## src/hdl/gmdc_pkg.sv

```systemverilog
// ----------------------------------------------------------------------------
// gmdc_pkg
// Shared constants, codes and types of the grid maze carver.
// ----------------------------------------------------------------------------
`default_nettype none

package gmdc_pkg;

  localparam int MAX_WIDTH  = 64;
  localparam int MAX_HEIGHT = 64;

  localparam int COL_W   = $clog2(MAX_WIDTH);
  localparam int ROW_W   = $clog2(MAX_HEIGHT);
  localparam int CELL_W  = COL_W + ROW_W;
  localparam int CELLS   = MAX_WIDTH * MAX_HEIGHT;
  localparam int DEPTH_W = $clog2(CELLS + 1);

  localparam int DIM_W    = 7;
  localparam int RAND_W   = 16;
  localparam int STATUS_W = 3;
  localparam int COORD_W  = 6;
  localparam int DIR_W    = 2;

  localparam int CRD_MAX_W = (COL_W > ROW_W) ? COL_W : ROW_W;
  localparam int CMP_W     = (CRD_MAX_W + 1 > DIM_W) ? CRD_MAX_W + 1 : DIM_W;

  localparam int CFG_ADDR_W = 3;
  localparam int CFG_DATA_W = 32;
  localparam int CFG_IDX_W  = CFG_ADDR_W - 2;

  localparam logic [CFG_IDX_W-1:0] REG_GRID_WIDTH  = 1'b0;
  localparam logic [CFG_IDX_W-1:0] REG_GRID_HEIGHT = 1'b1;

  localparam logic [DIM_W-1:0] GRID_WIDTH_RESET  = 7'd8;
  localparam logic [DIM_W-1:0] GRID_HEIGHT_RESET = 7'd8;

  localparam logic FUNC_START = 1'b0;
  localparam logic FUNC_STEP  = 1'b1;

  localparam logic [STATUS_W-1:0] ST_STARTED  = 3'd0;
  localparam logic [STATUS_W-1:0] ST_CARVED   = 3'd1;
  localparam logic [STATUS_W-1:0] ST_DEAD     = 3'd2;
  localparam logic [STATUS_W-1:0] ST_FINISHED = 3'd3;
  localparam logic [STATUS_W-1:0] ST_IDLE     = 3'd4;
  localparam logic [STATUS_W-1:0] ST_SIZE     = 3'd5;

  localparam logic [1:0] RUN_IDLE  = 2'd0;
  localparam logic [1:0] RUN_BUSY  = 2'd1;
  localparam logic [1:0] RUN_DONE  = 2'd2;
  localparam logic [1:0] RUN_ERROR = 2'd3;

  localparam logic [DIR_W-1:0] DIR_LEFT   = 2'd0;
  localparam logic [DIR_W-1:0] DIR_RIGHT  = 2'd1;
  localparam logic [DIR_W-1:0] DIR_TOP    = 2'd2;
  localparam logic [DIR_W-1:0] DIR_BOTTOM = 2'd3;

  typedef struct packed {
    logic [DIM_W-1:0] grid_width;
    logic [DIM_W-1:0] grid_height;
  } cfg_t;

  typedef struct packed {
    logic                 rd0_en;
    logic [ROW_W-1:0]     rd0_row;
    logic                 rd1_en;
    logic [ROW_W-1:0]     rd1_row;
    logic                 wr_en;
    logic [ROW_W-1:0]     wr_row;
    logic [MAX_WIDTH-1:0] wr_data;
    logic                 clear;
  } vm_req_t;

endpackage

`default_nettype wire

```

## src/hdl/gmdc_mod_unit.sv

```systemverilog
// ----------------------------------------------------------------------------
// gmdc_mod_unit
// Two-lane restoring remainder unit, one dividend bit per cycle per lane.
// ----------------------------------------------------------------------------
`default_nettype none

module gmdc_mod_unit (
  input  wire logic                         clk,
  input  wire logic                         rst_n,
  input  wire logic                         start,
  input  wire logic [gmdc_pkg::RAND_W-1:0]  dividend_a,
  input  wire logic [gmdc_pkg::RAND_W-1:0]  dividend_b,
  input  wire logic [gmdc_pkg::DIM_W-1:0]   divisor_a,
  input  wire logic [gmdc_pkg::DIM_W-1:0]   divisor_b,
  output logic                              done,
  output logic      [gmdc_pkg::DIM_W-1:0]   rem_a,
  output logic      [gmdc_pkg::DIM_W-1:0]   rem_b
);
  import gmdc_pkg::*;

  localparam int CNT_W = $clog2(RAND_W);

  logic              busy_r, busy_nxt;
  logic              done_r, done_nxt;
  logic [CNT_W-1:0]  cnt_r, cnt_nxt;
  logic [RAND_W-1:0] sh_a_r, sh_a_nxt, sh_b_r, sh_b_nxt;
  logic [DIM_W-1:0]  div_a_r, div_a_nxt, div_b_r, div_b_nxt;
  logic [DIM_W-1:0]  rem_a_r, rem_a_nxt, rem_b_r, rem_b_nxt;

  function automatic logic [DIM_W-1:0] rem_step(input logic [DIM_W-1:0] rem,
                                                input logic             bit_in,
                                                input logic [DIM_W-1:0] div);
    logic [DIM_W:0] trial;
    trial = {rem, bit_in};
    if (trial >= {1'b0, div}) begin
      trial = trial - {1'b0, div};
    end
    return trial[DIM_W-1:0];
  endfunction

  always_comb begin
    busy_nxt  = busy_r;
    done_nxt  = 1'b0;
    cnt_nxt   = cnt_r;
    sh_a_nxt  = sh_a_r;
    sh_b_nxt  = sh_b_r;
    div_a_nxt = div_a_r;
    div_b_nxt = div_b_r;
    rem_a_nxt = rem_a_r;
    rem_b_nxt = rem_b_r;
    if (start) begin
      busy_nxt  = 1'b1;
      cnt_nxt   = '0;
      sh_a_nxt  = dividend_a;
      sh_b_nxt  = dividend_b;
      div_a_nxt = divisor_a;
      div_b_nxt = divisor_b;
      rem_a_nxt = '0;
      rem_b_nxt = '0;
    end else if (busy_r) begin
      rem_a_nxt = rem_step(rem_a_r, sh_a_r[RAND_W-1], div_a_r);
      rem_b_nxt = rem_step(rem_b_r, sh_b_r[RAND_W-1], div_b_r);
      sh_a_nxt  = {sh_a_r[RAND_W-2:0], 1'b0};
      sh_b_nxt  = {sh_b_r[RAND_W-2:0], 1'b0};
      cnt_nxt   = cnt_r + CNT_W'(1);
      if (cnt_r == CNT_W'(RAND_W - 1)) begin
        busy_nxt = 1'b0;
        done_nxt = 1'b1;
      end
    end
  end

  always_ff @(posedge clk) begin
    if (!rst_n) begin
      busy_r <= 1'b0;
      done_r <= 1'b0;
      cnt_r  <= '0;
    end else begin
      busy_r <= busy_nxt;
      done_r <= done_nxt;
      cnt_r  <= cnt_nxt;
    end
  end

  always_ff @(posedge clk) begin
    sh_a_r  <= sh_a_nxt;
    sh_b_r  <= sh_b_nxt;
    div_a_r <= div_a_nxt;
    div_b_r <= div_b_nxt;
    rem_a_r <= rem_a_nxt;
    rem_b_r <= rem_b_nxt;
  end

  assign done  = done_r;
  assign rem_a = rem_a_r;
  assign rem_b = rem_b_r;

endmodule

`default_nettype wire

```

## config.mk

```make
export PLATFORM = sky130hd
export DESIGN_NAME = gmdc_mod_unit
export DESIGN_NICKNAME = d
export VERILOG_FILES = /design/src/hdl/gmdc_pkg.sv /design/src/hdl/gmdc_mod_unit.sv
export SDC_FILE = /design/constraint.sdc
export NUM_CORES = 1
export LEC_CHECK = 0
export BUFFER_PORTS_ARGS = -buffer_cell sky130_fd_sc_hd__buf_2
export CORE_UTILIZATION = 35
export DETAILED_ROUTE_END_ITERATION = 10
export PLACE_DENSITY = 0.54
export SKIP_CTS_REPAIR_TIMING = 1
export SYNTH_ARGS = -nofsm -noshare
export SYNTH_HDL_FRONTEND = slang
export SYNTH_SLANG_ARGS = --single-unit
```

## constraint.sdc

```tcl
create_clock -name clk -period 3 [get_ports clk]
set_input_delay 0.15 -clock clk [delete_from_list [all_inputs] [get_ports clk]]
set_output_delay 0.15 -clock clk [all_outputs]
set_load 0.01 [all_outputs]
```

==> flow_summary_export.csv <==
group,metric,value,unit
logic_synthesis,syn_nets,336,
logic_synthesis,avgSynthCellArea,12.2,um^2
timing,relSlewSlack,0.497,
logic_synthesis,yosysSeqAreaShare,0.542,
global_routing,grt_start_max_net_pins,34,
routing,wl_per_cell,13.2,um
global_routing,grt_pass1_wl,10.3,mm
clocking,worstSkewPairLatency,340,ps
clocking,ctsRootBufferMaster,"clkbuf_8",
routing,vias,2260,
placed_design,place_area,0.00373,mm^2
finish,seqCellArea,0.00178,mm^2
timing,worst_slew_pin_slew,755,ps
timing,hold_viol,0,
floorplanning,fp.coreArea,0.00915,mm^2
finish,layout-drive-gt1-share,0.334,
finish,n_fill_cell,881,
worst_setup_path,max_stage_delay,400,ps
finish,final_util,0.441,
timing,fin_crit,2570,ps
timing,setup_viol,0,
power,leakage,1.66,nW
clocking,cts_htree_levels,3,
worst_setup_path,path_delay_family,"compound AO/OA/AOI/OAI gates",
clocking,clk_path_buf_depth,2,
timing,timing.fmax,389,MHz
worst_setup_path,worst-path-max-fanout,11,
global_routing,first_global_vias,2202,
global_routing,antenna_found_initial,0,
finish,nets,417,
global_routing,track_usage,0.138,
worst_setup_path,critPathKind,"flop to flop",
worst_setup_path,start_kind,"flop",
logic_synthesis,ys_async_sr_fraction,0,
logic_synthesis,synth.distinct_cells,40,
floorplanning,die-area,0.00979,mm^2
worst_setup_path,crit_arrival,2820,ps
logic_synthesis,synth_seq_cells,66,
floorplanning,die_y,98.9,um
logic_synthesis,synth_commonest_cells,"46 x edfxtp_1, 32 x mux2_2, 25 x nor2_1, 20 x dfxtp_1, 18 x inv_1",
logic_synthesis,ys_warn_count,0,
logic_synthesis,netlist.area_leader.share,0.420,
routing,wl,6.14,mm
logic_synthesis,synth_area_leaders,"edfxtp_1 42%, dfxtp_1 12%, mux2_2 11%",
worst_setup_path,worst-path-buf-inv,2,
power,pwr_density_cell,545,mW/mm^2
logic_synthesis,yosysMostFrequentCell,"edfxtp_1",
routing,drt_pass1_iterations,4,
worst_setup_path,cp_common_cell,"inv_1",
logic_synthesis,syn_inst,270,
timing,period_share,0.856,
placed_design,dpl.hpwl,4.12,mm
clocking,cts_tree,"built",
placed_design,port_buffers,63,
power,vdd.ir_drop.worst,314,uV
status,outcome,"finished, final reports clean",
timing,clock_skew,12.2,ps
logic_synthesis,syn_area,0.00329,mm^2
routing,vias_per_cell,4.84,
timing,setup_slack,432,ps
floorplanning,die_x,98.9,um
worst_setup_path,end_kind,"flop",
floorplanning,io_pins,64,
placed_design,preCtsSetupSlack,441,ps
finish,design_area,0.00403,mm^2
timing,final_max_slew_viol_count,0,
finish,area_growth,22.6,%
clocking,cts.clk_slew.worst_paths,70,ps
routing,drt_iter0_drc,35,
worst_setup_path,cp_cell_sequence,"inv_1 -> ha_1 -> inv_1 -> fa_1 -> a211oi_1 -> o21ai_0 -> a41o_1 -> or2_0 -> a311oi_1",
finish,n_antenna_cell,0,
floorplanning,start_util,0.359,
worst_setup_path,worstPathRequired,3250,ps
floorplanning,row_count,35,
timing,finalSetupTns,0,ps
worst_setup_path,slowest_stage,"fa_1",
timing,rsz0062_at_grt,"false",
logic_synthesis,ys.flop_type,"edfxtp_1",
routing,postRouteAntennaNets,0,
finish,multi_input_area,0.00140,mm^2
logic_synthesis,synth_enable_flop_cells,46,
flow_run,drv_cap,0,
routing,remaining_drc_errors,0,
clocking,cts_buffers,9,
min_path,hp-class,"input port to flop",
global_routing,grt-ovfl-total,0,
logic_synthesis,yosys.area.top_type,"edfxtp_1",
clocking,cts_sinks,66,
placed_design,gp_congestion,0.801,
worst register-to-register path, delay by kind of cell, from the launching register on:
| family | cells | cell delay (ps) |
|---|---|---|
| AOI/OAI and AO/OA | 4 | 1150 |
| buffers and inverters | 2 | 120 |
| adders and majority gates | 2 | 550 |
| DFF | 1 | 390 |
| and+or+nand+nor | 1 | 260 |
cells in the final DEF (no fill, tap or decap), drive strengths merged, types with 3 or more instances in the layout:
cell | synthesis | layout
a211oi | 12 | 12
a21oi | 8 | 8
buf | 1 | 67
clkbuf | 10 | 10
clkinv | 0 | 5
dfxtp | 20 | 20
dlygate4sd3 | 0 | 14
edfxtp | 46 | 46
ha | 15 | 15
inv | 18 | 18
mux2 | 32 | 32
mux2i | 7 | 7
nand2 | 11 | 11
nand2b | 6 | 6
nand3 | 3 | 3
nand4 | 3 | 3
nor2 | 25 | 25
nor2b | 4 | 4
nor3b | 3 | 3
o21ai | 10 | 10
xor2 | 9 | 9
power by group:
part	internal (W)	switching (W)
logic	0.000222	0.000233
clock network	0.000293	0.000343
registers	0.00107	0.0000383
layer usage:
layer	GRT usage	part of all wire	routed length, um	vias to the layer above
li1	-	-	-	1149
met1	0.163	0.46	2840	1046
met2	0.210	0.44	2710	56
met3	0.0674	0.081	495	9
met4	0.0654	0.017	106	0
met5	0	0	0	-
cell families (layout without fill, tap and decap cells):
kind of cell | count (synthesis) | after routing | synth area share
mux | 39 | 39 | 0.131
simple gates | 66 | 66 | 0.101
flops | 66 | 66 | 0.542
fa+ha+maj | 17 | 17 | 0.0692
buf+inv | 29 | 115 | 0.0335
compound gates | 42 | 42 | 0.0947
xor+xnor | 11 | 11 | 0.0293
through the flow:
stage | instances | hold slack, ps | power (W)
6_report | 467 | 44.5 | 0.00220
2_1_floorplan | 270 | 249 | 0.00144
5_1_grt | 467 | 34.8 | 0.00234
4_1_cts | 453 | -51.5 | 0.00222
3_3_place_gp | 437 | 328 | 0.00157
3_5_place_dp | 437 | 329 | 0.00157
layout make-up:
type,count,share of cell area
multi-input cells,175,0.347
flip-flops and latches,66,0.442
repair buffers,81,0.120
clock inverters,6,0.00838
clock buffers,10,0.0316
inverters,18,0.0168
well taps,111,0.0344
flip-flops by register name (all words and copies together), names as in the netlist:
register,flops
div_a_r,7
busy_r,1
sh_a_r,16
cnt_r,4
sh_b_r,16
done,1
div_b_r,7
rem_b,7
rem_a,7
worst paths after layout:
| check | from | cells past startpoint | slack, ps | endpoint |
|---|---|---|---|---|
| worst min-delay path | rst_n | 2 | 40 | busy_r$_SDFF_PN0_ |
| worst min register to register | cnt_r[3]$_SDFFE_PP0P_ | 2 | 470 | done$_SDFF_PP0_ |
| worst max-delay path | sh_a_r[15]$_DFFE_PP_ | 9 | 430 | rem_a[5]$_SDFFE_PP0P_ |
| worst max register to register | sh_a_r[15]$_DFFE_PP_ | 9 | 430 | rem_a[5]$_SDFFE_PP0P_ |
(Power assumes the default switching activity.)
