$ cat config.mk
export PLATFORM = sky130hd
export DESIGN_NAME = gmdc_cfg_regs
export DESIGN_NICKNAME = d
export VERILOG_FILES = /design/src/hdl/gmdc_pkg.sv /design/src/hdl/gmdc_cfg_regs.sv
export SDC_FILE = /design/constraint.sdc
export NUM_CORES = 1
export LEC_CHECK = 0
export BUFFER_PORTS_ARGS = -buffer_cell sky130_fd_sc_hd__buf_4
export CORE_MARGIN = 2
export CORE_UTILIZATION = 38
export DETAILED_ROUTE_END_ITERATION = 8
export PLACE_DENSITY = 0.85
export SYNTH_ARGS = -nofsm -noshare
export SYNTH_HDL_FRONTEND = slang
export SYNTH_SLANG_ARGS = --single-unit
$ cat constraint.sdc
create_clock -name clk -period 1.37 [get_ports clk]
set_input_delay 0.274 -clock clk [delete_from_list [all_inputs] [get_ports clk]]
set_output_delay 0.274 -clock clk [all_outputs]
set_load 0.01 [all_outputs]
$ cat src/hdl/gmdc_pkg.sv
// ----------------------------------------------------------------------------
// gmdc_pkg
// Shared constants, codes and types of the grid maze carver.
// ----------------------------------------------------------------------------
`default_nettype none

package gmdc_pkg;

  localparam int MAX_WIDTH  = 64;
  localparam int MAX_HEIGHT = 64;

  localparam int COL_W   = $clog2(MAX_WIDTH);
  localparam int ROW_W   = $clog2(MAX_HEIGHT);
  localparam int CELL_W  = COL_W + ROW_W;
  localparam int CELLS   = MAX_WIDTH * MAX_HEIGHT;
  localparam int DEPTH_W = $clog2(CELLS + 1);

  localparam int DIM_W    = 7;
  localparam int RAND_W   = 16;
  localparam int STATUS_W = 3;
  localparam int COORD_W  = 6;
  localparam int DIR_W    = 2;

  localparam int CRD_MAX_W = (COL_W > ROW_W) ? COL_W : ROW_W;
  localparam int CMP_W     = (CRD_MAX_W + 1 > DIM_W) ? CRD_MAX_W + 1 : DIM_W;

  localparam int CFG_ADDR_W = 3;
  localparam int CFG_DATA_W = 32;
  localparam int CFG_IDX_W  = CFG_ADDR_W - 2;

  localparam logic [CFG_IDX_W-1:0] REG_GRID_WIDTH  = 1'b0;
  localparam logic [CFG_IDX_W-1:0] REG_GRID_HEIGHT = 1'b1;

  localparam logic [DIM_W-1:0] GRID_WIDTH_RESET  = 7'd8;
  localparam logic [DIM_W-1:0] GRID_HEIGHT_RESET = 7'd8;

  localparam logic FUNC_START = 1'b0;
  localparam logic FUNC_STEP  = 1'b1;

  localparam logic [STATUS_W-1:0] ST_STARTED  = 3'd0;
  localparam logic [STATUS_W-1:0] ST_CARVED   = 3'd1;
  localparam logic [STATUS_W-1:0] ST_DEAD     = 3'd2;
  localparam logic [STATUS_W-1:0] ST_FINISHED = 3'd3;
  localparam logic [STATUS_W-1:0] ST_IDLE     = 3'd4;
  localparam logic [STATUS_W-1:0] ST_SIZE     = 3'd5;

  localparam logic [1:0] RUN_IDLE  = 2'd0;
  localparam logic [1:0] RUN_BUSY  = 2'd1;
  localparam logic [1:0] RUN_DONE  = 2'd2;
  localparam logic [1:0] RUN_ERROR = 2'd3;

  localparam logic [DIR_W-1:0] DIR_LEFT   = 2'd0;
  localparam logic [DIR_W-1:0] DIR_RIGHT  = 2'd1;
  localparam logic [DIR_W-1:0] DIR_TOP    = 2'd2;
  localparam logic [DIR_W-1:0] DIR_BOTTOM = 2'd3;

  typedef struct packed {
    logic [DIM_W-1:0] grid_width;
    logic [DIM_W-1:0] grid_height;
  } cfg_t;

  typedef struct packed {
    logic                 rd0_en;
    logic [ROW_W-1:0]     rd0_row;
    logic                 rd1_en;
    logic [ROW_W-1:0]     rd1_row;
    logic                 wr_en;
    logic [ROW_W-1:0]     wr_row;
    logic [MAX_WIDTH-1:0] wr_data;
    logic                 clear;
  } vm_req_t;

endpackage

`default_nettype wire

$ cat src/hdl/gmdc_cfg_regs.sv
// ----------------------------------------------------------------------------
// gmdc_cfg_regs
// Register port holding the grid width and height.
// ----------------------------------------------------------------------------
`default_nettype none

module gmdc_cfg_regs (
  input  wire logic                           clk,
  input  wire logic                           rst_n,
  input  wire logic                           psel,
  input  wire logic                           penable,
  input  wire logic                           pwrite,
  input  wire logic [gmdc_pkg::CFG_ADDR_W-1:0] paddr,
  input  wire logic [gmdc_pkg::CFG_DATA_W-1:0] pwdata,
  output logic      [gmdc_pkg::CFG_DATA_W-1:0] prdata,
  output logic                                 pready,
  output gmdc_pkg::cfg_t                       cfg
);
  import gmdc_pkg::*;

  cfg_t             cfg_r;
  cfg_t             cfg_nxt;
  logic             wr_beat;
  logic [CFG_IDX_W-1:0] reg_idx;

  assign pready  = 1'b1;
  assign reg_idx = paddr[CFG_ADDR_W-1:2];
  assign wr_beat = psel && penable && pwrite && pready;

  always_comb begin
    cfg_nxt = cfg_r;
    if (wr_beat) begin
      unique case (reg_idx)
        REG_GRID_WIDTH:  cfg_nxt.grid_width  = pwdata[DIM_W-1:0];
        REG_GRID_HEIGHT: cfg_nxt.grid_height = pwdata[DIM_W-1:0];
        default:         cfg_nxt = cfg_r;
      endcase
    end
  end

  always_comb begin
    unique case (reg_idx)
      REG_GRID_WIDTH:  prdata = CFG_DATA_W'(cfg_r.grid_width);
      REG_GRID_HEIGHT: prdata = CFG_DATA_W'(cfg_r.grid_height);
      default:         prdata = '0;
    endcase
  end

  always_ff @(posedge clk) begin
    if (!rst_n) begin
      cfg_r.grid_width  <= GRID_WIDTH_RESET;
      cfg_r.grid_height <= GRID_HEIGHT_RESET;
    end else begin
      cfg_r <= cfg_nxt;
    end
  end

  assign cfg = cfg_r;

endmodule

`default_nettype wire

==> results of run 1 <==
## tightest hold or removal path: stages
cell and delay [ns]:
buf_4 0.11, nand2_1 0.06, mux2i_1 0.06
## per-stage QoR
stage | power (mW) | hold slack [ns] | std cells | worst slack [ns]
floorplan | 0.572 | 0.436 | 115 | 0.363
global placement | 0.567 | 0.456 | 146 | 0.165
detailed placement | 0.572 | 0.467 | 146 | 0.157
CTS | 0.868 | 0.259 | 150 | 0.0594
global route | 0.893 | 0.263 | 150 | 0.0299
finish | 0.846 | 0.273 | 150 | 0.0831
## worst min-delay path by stage
stage | slack, ns | to
after detailed placement | 0.47 | cfg[5]$_SDFFE_PN0P_
after global placement | 0.46 | cfg[2]$_SDFFE_PN0P_
after floorplan | 0.44 | cfg[11]$_SDFFE_PN0P_
after global routing | 0.26 | cfg[10]$_SDFFE_PN1P_
final | 0.27 | cfg[8]$_SDFFE_PN0P_
after CTS | 0.26 | cfg[8]$_SDFFE_PN0P_
## cells in the final DEF, fill, tap and decap left out, drive strengths merged
cell type,instances
dfxtp,14
nand2,18
mux2,7
buf,34
nand4b,1
conb,26
clkbuf,4
nor2b,3
mux2i,14
and4,1
## layout make-up
type | count | share of cell area [%]
Tap cell | 28 | 3.36
Sequential cell | 14 | 26.9
Multi-Input combinational cell | 70 | 41.8
Clock buffer | 4 | 3.48
Timing Repair Buffer | 34 | 24.5
## per-layer routing
layer / routed length (µm) / share of wire, % / track usage, % / up-vias
met3: 130 / 8.1 / 5.17 / 2
met4: 10 / 0.63 / 3.95 / 0
met5: 0 / 0 / 0 / -
met1: 648 / 41 / 12.7 / 276
met2: 807 / 51 / 23.5 / 30
li1: - / - / - / 305
## cell families after synthesis
family	after synthesis
other cells	2
flops	14
buf+inv	31
simple gates	23
mux	21
## power groups by stage
stage	Combinational, mW	Sequential (mW)	Clock [mW]
after floorplan	0.137	0.435	0
after global placement	0.136	0.431	0
after detailed placement	0.140	0.432	0
after CTS	0.141	0.422	0.305
after global routing	0.154	0.424	0.315
final	0.139	0.422	0.285
==> impl_metrics.env, run 1 <==
export IMPL_status="finished clean"
export IMPL_synth_edf_count=0
export IMPL_setup_viol=0
export IMPL_synth_area_mux_share_pct=25.4
export IMPL_fp_coreArea_um2=2170
export IMPL_fin_setup_tns_ns=0
export IMPL_p_leak_nw=0.554
export IMPL_antenna_left=0
export IMPL_viasPerCell=4.09
export IMPL_slew_violations=0
export IMPL_switching_share_pct=24.7
export IMPL_numClockSinks=14
export IMPL_end_kind="primary output"
export IMPL_ys_seq_area_share_pct=32.5
export IMPL_io_buffers=33
export IMPL_overflow=0
export IMPL_critical_path_reg2reg_endpoint="cfg[3]$_SDFFE_PN1P_"
export IMPL_crit_start="cfg[9]$_SDFFE_PN0P_"
export IMPL_yosysWarnings=0
export IMPL_pwr_share_seq_pct=49.9
export IMPL_fillers=219
export IMPL_multi_input_area_um2=435
export IMPL_die_h_um=51.6
export IMPL_yosys_area_share_simple_pct=13.8
export IMPL_post_route_util_pct=48.0
export IMPL_period_needed_ns=1.29
export IMPL_finalCritPeriodShare_pct=93.9
export IMPL_syn_inst=91
export IMPL_synthTopCellsByArea="dfxtp_1, buf_4, mux2i_1"
export IMPL_num_rows=17
export IMPL_synth_avg_cell_area_um2=9.47
export IMPL_pin_count=87
export IMPL_synth_seq_cells=14
export IMPL_power_density_nw_per_um2=811
export IMPL_syn_area_um2=862
export IMPL_remaining_drc_errors=0
export IMPL_dieArea_um2=2670
export IMPL_max_stage_delay_ns=0.33
export IMPL_synth_cell_types=11
export IMPL_reg2reg_from="cfg[3]$_SDFFE_PN1P_"
export IMPL_routedWlPerCell_um=10.6
export IMPL_required_ns=1.10
export IMPL_start_util_pct=39.7
export IMPL_path_class="reg -> out"
export IMPL_wl_um=1600
export IMPL_rsz0062_at_grt="no"
export IMPL_post_cts_resized=0
export IMPL_synth_top_area_share_pct=32.5
export IMPL_tritoncts="yes"
export IMPL_regArea_um2=280
export IMPL_cts_setup_buffers=0
export IMPL_antenna_found_initial=0
export IMPL_drt_initial_drc_count=4
export IMPL_grt_pass1_vias=559
export IMPL_first_pass_iters=3
export IMPL_synth_top_family_by_area="buffers and inverters"
export IMPL_area_growth_synth_to_final_pct=20.9
export IMPL_grt_max_degree=22
export IMPL_synth_xor_area_share_pct=0
export IMPL_htree_levels=1
export IMPL_cp_max_fo=3
export IMPL_power_switching_mw=0.209
export IMPL_largest_reg_flops=14
export IMPL_clock_path_buffers=2
export IMPL_cts_hold_fix_buffers=0
export IMPL_hp_class="in -> reg"
export IMPL_worst_ir_drop_vdd_mv=0.625
export IMPL_synthFlopType="dfxtp_1"
export IMPL_clk_latency_ns=0.27
export IMPL_cpMaxStageDelayCell="dfxtp_1"
export IMPL_synthAdderAreaFrac_pct=0
export IMPL_clkPwrFrac_pct=33.6
export IMPL_crit_chain="mux2_2 -> buf_4"
export IMPL_yosysTopAreaCell="dfxtp_1"
export IMPL_synth_most_common_cell="buf_4"
export IMPL_final_hold_violation_count=0
export IMPL_critPathCapture="prdata[2]"
export IMPL_whs_path_depth=3
export IMPL_fmax_ghz=0.777
export IMPL_crit_cells=2
export IMPL_r2r_slack_ns=0.73
export IMPL_gp_congestion=0.544
export IMPL_path_clk_slew_ns=0.08
export IMPL_n_antenna_cell=0
export IMPL_final_area_um2=1040
export IMPL_final_nets=163
export IMPL_cts_root_buf="clkbuf_4"
export IMPL_crit_path_start_kind="flop"
export IMPL_cap_violations=0
export IMPL_r2r_cells=2
export IMPL_hold_path_startpoint="pwdata[1]"
export IMPL_dp_hpwl_um=1240
export IMPL_synth_compound_area_share_pct=0
export IMPL_power_internal_mw=0.637
export IMPL_grt_pass1_wl_um=2410
export IMPL_num_vias=613
export IMPL_async_flop_share_pct=0
export IMPL_drive_gt1_share_pct=37.7
export IMPL_pwr_share_comb_pct=16.5
export IMPL_arrival_ns=1.01
export IMPL_synthTopCellsByCount="buf_4, nand2_1, dfxtp_1, mux2i_1, mux2_2"
export IMPL_die_w_um=51.6
export IMPL_track_usage_pct=12.7
export IMPL_cts_made_buffers=3
export IMPL_post_dp_cell_area_um2=1010
export IMPL_clock_skew_ns=0
export IMPL_path_buf_inv=1
export IMPL_critPathTopFamily="flip-flops"
Power figures use the tool's default switching activity.
==> run 2, diff against run 1 <==
--- a/constraint.sdc
+++ b/constraint.sdc
@@ -3,2 +3,2 @@
 set_output_delay 0.274 -clock clk [all_outputs]
-set_load 0.01 [all_outputs]
+set_load 0.1 [all_outputs]
==> impl_metrics.env, run 2 (synthesis gave the netlist of run 1 again) <==
export IMPL_rsz0062_at_grt="yes"
export IMPL_hp_class="in -> reg"
export IMPL_fin_total_pwr_mw=1.16
export IMPL_dieArea_um2=2670
export IMPL_grt_pass1_wl_um=2530
export IMPL_final_nets=166
export IMPL_wl_um=1710
export IMPL_final_common_cell="buf_4"
export IMPL_cp_max_fo=3
export IMPL_num_vias=620
export IMPL_p_leak_nw=0.617
export IMPL_htree_levels=1
export IMPL_setup_viol=0
export IMPL_fin_setup_tns_ns=0
export IMPL_holdWs_ns=0.265
export IMPL_routedWlPerCell_um=11.2
export IMPL_status="finished clean"
export IMPL_antenna_found_initial=0
export IMPL_end_kind="primary output"
export IMPL_drt_initial_drc_count=15
export IMPL_finalCritPeriodShare_pct=98.2
export IMPL_hold_path_startpoint="pwdata[3]"
export IMPL_period_needed_ns=1.35
export IMPL_final_hold_violation_count=0
export IMPL_path_clk_slew_ns=0.08
export IMPL_fmax_ghz=0.743
export IMPL_numClockSinks=14
export IMPL_required_ns=1.10
export IMPL_r2r_slack_ns=0.69
export IMPL_grt_pass1_vias=592
export IMPL_crit_path_start_kind="flop"
export IMPL_arrival_ns=1.07
export IMPL_clock_skew_ns=0
export IMPL_dp_cells=146
export IMPL_tritoncts="yes"
export IMPL_final_cells=153
export IMPL_drive_gt1_share_pct=49.6
export IMPL_overflow=0
export IMPL_pin_count=87
export IMPL_whs_path_depth=3
export IMPL_first_pass_iters=3
export IMPL_die_w_um=51.6
export IMPL_post_route_util_pct=56.3
export IMPL_die_h_um=51.6
export IMPL_gp_congestion=0.623
export IMPL_area_growth_synth_to_final_pct=41.7
export IMPL_clk_latency_ns=0.27
export IMPL_path_class="reg -> out"
export IMPL_n_antenna_cell=0
export IMPL_power_density_nw_per_um2=953
export IMPL_reg2reg_from="cfg[9]$_SDFFE_PN0P_"
export IMPL_antenna_left=0
export IMPL_r2r_cells=3
export IMPL_slew_violations=0
export IMPL_clock_path_buffers=2
export IMPL_cap_violations=0
export IMPL_track_usage_pct=13.2
export IMPL_fp_coreArea_um2=2170
export IMPL_worst_ir_drop_vdd_mv=0.473
export IMPL_num_rows=17
export IMPL_min_delay_worst_endpoint="cfg[10]$_SDFFE_PN1P_"
export IMPL_largest_reg_flops=14
export IMPL_dp_hpwl_um=1220
export IMPL_cts_root_buf="clkbuf_4"
export IMPL_mostFrequentLayoutCells="buf_4, conb_1, nand2_1"
export IMPL_io_buffers=33
export IMPL_critical_path_reg2reg_endpoint="cfg[9]$_SDFFE_PN0P_"
export IMPL_remaining_drc_errors=0
export IMPL_cts_made_buffers=3
export IMPL_viasPerCell=4.05
export IMPL_grt_max_degree=22
export IMPL_start_util_pct=39.7
run 2: changes by cell type in the layout (fill, tap and decap cells not counted), sizes merged:
cell and delta:
clkinv +1, clkbuf -1, buf +3
run 2: cell type report:
| cell class | instances | area, µm² |
|---|---|---|
| fillers | 204 | 948 |
| well taps | 28 | 35.0 |
| flip-flops and latches | 14 | 333 |
| multi-input cells | 70 | 462 |
| clock buffers | 3 | 22.5 |
| repair buffers | 37 | 365 |
| clock inverters | 1 | 3.75 |
run 2: how the worst max path moves through the flow:
stage | cells after the start | startpoint | slack (ns) | to
finish | 2 | cfg[13]$_SDFFE_PN0P_ | 0.02 | prdata[6]
global route | 2 | cfg[10]$_SDFFE_PN1P_ | -0.01 | prdata[3]
CTS | 2 | cfg[8]$_SDFFE_PN0P_ | 0.005 | prdata[1]
detailed placement | 3 | paddr[2] | 0.08 | prdata[4]
global placement | 3 | paddr[2] | 0.09 | prdata[4]
floorplan | 1 | cfg[10]$_SDFFE_PN1P_ | 0.17 | prdata[3]
run 2: metrics by stage:
| stage | area, µm² | worst slack [ns] |
|---|---|---|
| 2_1_floorplan | 1030 | 0.169 |
| 3_3_place_gp | 1080 | 0.0874 |
| 3_5_place_dp | 1080 | 0.0845 |
| 4_1_cts | 1140 | 0.00550 |
| 5_1_grt | 1220 | -0.0102 |
| 6_report | 1220 | 0.0246 |
run 2: repair_timing:
item | 4_1_cts | 5_1_grt
buffers inserted | 0 | 3
resized for setup | 7 | 14
hold buffers | 0 | 0
setup endpoints to repair | 7 | 7
run 2: worst max-delay path, cell delays in order, from the launching register on:
cell	delay (ns)
dfxtp_4	0.35
mux2_4	0.28
buf_12	0.17
run 2: power breakdown:
group	total, mW	switching (mW)	internal, mW
sequential	0.401	0.00651	0.394
combinational	0.537	0.458	0.0792
clock	0.226	0.121	0.105
total	1.16	0.586	0.579
run 2: layer usage:
| layer | vias to the layer above | part of all wire [%] | wire, µm | global-route usage (%) |
|---|---|---|---|---|
| li1 | 309 | - | - | - |
| met1 | 280 | 39 | 667 | 13.7 |
| met2 | 29 | 53 | 908 | 24.1 |
| met3 | 2 | 6.4 | 109 | 1.72 |
| met4 | 0 | 1.6 | 27 | 9.21 |
| met5 | - | 0 | 0 | 0 |
==> run 3, diff against run 2 <==
==> constraint.sdc (replaced) <==
create_clock -name clk -period 1.37 [get_ports clk]
set_input_delay 0.0685 -clock clk [delete_from_list [all_inputs] [get_ports clk]]
set_output_delay 0.0685 -clock clk [all_outputs]
set_load 0.1 [all_outputs]
==> impl_metrics.env, run 3 (synthesis gave the netlist of run 1 again) <==
export IMPL_clock_path_buffers=2
export IMPL_pwr_share_comb_pct=41.5
export IMPL_regArea_um2=298
export IMPL_worst_ir_drop_vdd_mv=0.550
export IMPL_die_w_um=51.6
export IMPL_dp_cells=145
export IMPL_slew_violations=0
export IMPL_clk_latency_ns=0.27
export IMPL_cts_hold_fix_buffers=0
export IMPL_fillers=212
export IMPL_mostFrequentLayoutCells="buf_4, conb_1, nand2_1"
export IMPL_viasPerCell=4.14
export IMPL_antenna_left=0
export IMPL_post_cts_resized=0
export IMPL_cp_max_fo=3
export IMPL_pwr_share_seq_pct=34.4
export IMPL_hold_path_startpoint="pwdata[3]"
export IMPL_hp_class="in -> reg"
export IMPL_rsz0062_at_grt="no"
export IMPL_r2r_slack_ns=0.74
export IMPL_multi_input_area_um2=435
export IMPL_switching_share_pct=48.2
export IMPL_num_rows=17
export IMPL_status="finished clean"
export IMPL_final_cells=149
export IMPL_pin_count=87
export IMPL_dp_hpwl_um=1270
export IMPL_cts_made_buffers=3
export IMPL_clkPwrFrac_pct=24.1
export IMPL_grt_max_degree=22
export IMPL_htree_levels=1
export IMPL_antenna_found_initial=0
export IMPL_tritoncts="yes"
export IMPL_fp_coreArea_um2=2170
export IMPL_cts_root_buf="clkbuf_4"
export IMPL_start_util_pct=39.7
export IMPL_power_density_nw_per_um2=1170
export IMPL_fin_total_pwr_mw=1.23
export IMPL_fmax_ghz=0.844
export IMPL_grt_pass1_wl_um=2390
export IMPL_final_area_um2=1050
export IMPL_cap_violations=0
export IMPL_path_clk_slew_ns=0.09
export IMPL_numClockSinks=14
export IMPL_gp_congestion=0.610
export IMPL_end_kind="primary output"
export IMPL_min_delay_worst_endpoint="cfg[10]$_SDFFE_PN1P_"
export IMPL_overflow=0
export IMPL_num_vias=617
export IMPL_reg2reg_from="cfg[3]$_SDFFE_PN1P_"
export IMPL_power_switching_mw=0.593
export IMPL_max_stage_delay_ns=0.33
export IMPL_crit_start="cfg[6]$_SDFFE_PN0P_"
export IMPL_drt_initial_drc_count=9
export IMPL_required_ns=1.30
export IMPL_routedWlPerCell_um=11.0
export IMPL_period_needed_ns=1.19
export IMPL_post_route_util_pct=48.5
export IMPL_grt_pass1_vias=550
export IMPL_io_buffers=33
export IMPL_whs_path_depth=3
export IMPL_cpMaxStageDelayCell="dfxtp_2"
export IMPL_clock_skew_ns=0
export IMPL_path_class="reg -> out"
export IMPL_cts_setup_buffers=0
export IMPL_largest_reg_flops=14
export IMPL_remaining_drc_errors=0
export IMPL_arrival_ns=1.12
export IMPL_n_antenna_cell=0
export IMPL_first_pass_iters=2
export IMPL_r2r_cells=2
export IMPL_crit_path_start_kind="flop"
export IMPL_critical_path_reg2reg_endpoint="cfg[3]$_SDFFE_PN1P_"
export IMPL_power_internal_mw=0.639
export IMPL_setup_viol=0
export IMPL_final_nets=162
export IMPL_final_hold_violation_count=0
export IMPL_area_growth_synth_to_final_pct=22.1
export IMPL_die_h_um=51.6
export IMPL_dieArea_um2=2670
export IMPL_track_usage_pct=12.5
export IMPL_drive_gt1_share_pct=48.8
export IMPL_p_leak_nw=0.554
export IMPL_post_dp_cell_area_um2=1020
export IMPL_wl_um=1630
export IMPL_finalCritPeriodShare_pct=86.5
export IMPL_final_common_cell="buf_4"
export IMPL_crit_chain="mux2_2 -> buf_4"
export IMPL_fin_setup_tns_ns=0
-- run 3: cell types whose count changed in the layout (fill, tap and decap cells not counted) --
cell      change
buf_12        -7
buf_4         +3
clkbuf_8      +1
clkinv_1      -1
dfxtp_2      +14
dfxtp_4      -14
mux2_2        +7
mux2_4        -7
-- run 3: area by class of cell --
class	instances	share of cell area [%]
clock buffer	4	3.45
sequential	14	28.3
tap	28	3.33
timing repair buffer	33	23.5
multi-input combinational	70	41.4
-- run 3: metrics by stage --
stage	hold slack, ns	worst slack (ns)
floorplan	0.222	0.0492
global placement	0.331	0.321
detailed placement	0.350	0.311
CTS	0.0548	0.176
global route	0.0529	0.144
finish	0.0581	0.185
-- run 3: worst max-delay path: cells and delay by family, from the launching register on --
| kind | cells | cell delay [ns] |
|---|---|---|
| DFF | 1 | 0.33 |
| muxes | 1 | 0.27 |
| buffers and inverters | 1 | 0.23 |
-- run 3: power by group through the flow --
| stage | combinational (mW) | clock, mW | sequential [mW] |
|---|---|---|---|
| finish | 0.511 | 0.297 | 0.424 |
| global route | 0.526 | 0.326 | 0.425 |
| detailed placement | 0.512 | 0 | 0.434 |
| CTS | 0.512 | 0.303 | 0.424 |
| global placement | 0.509 | 0 | 0.432 |
| floorplan | 0.452 | 0 | 0.498 |
-- run 3: routing by layer --
metal / share of wire (%) / wire, µm / up-vias / global-route usage, %
met1: 38 / 626 / 287 / 13.5
met2: 53 / 874 / 28 / 22.0
met5: 0 / 0 / - / 0
met3: 7.4 / 121 / 2 / 2.87
li1: - / - / 300 / -
met4: 0.67 / 11 / 0 / 7.89
-- run 3: worst max path at each step --
stage,end,slack (ns),cells past startpoint
2_1_floorplan,prdata[3],0.05,1
3_3_place_gp,cfg[0]$_SDFFE_PN0P_,0.32,3
3_5_place_dp,cfg[2]$_SDFFE_PN0P_,0.31,3
4_1_cts,prdata[3],0.18,2
5_1_grt,prdata[3],0.14,2
6_report,prdata[6],0.18,2
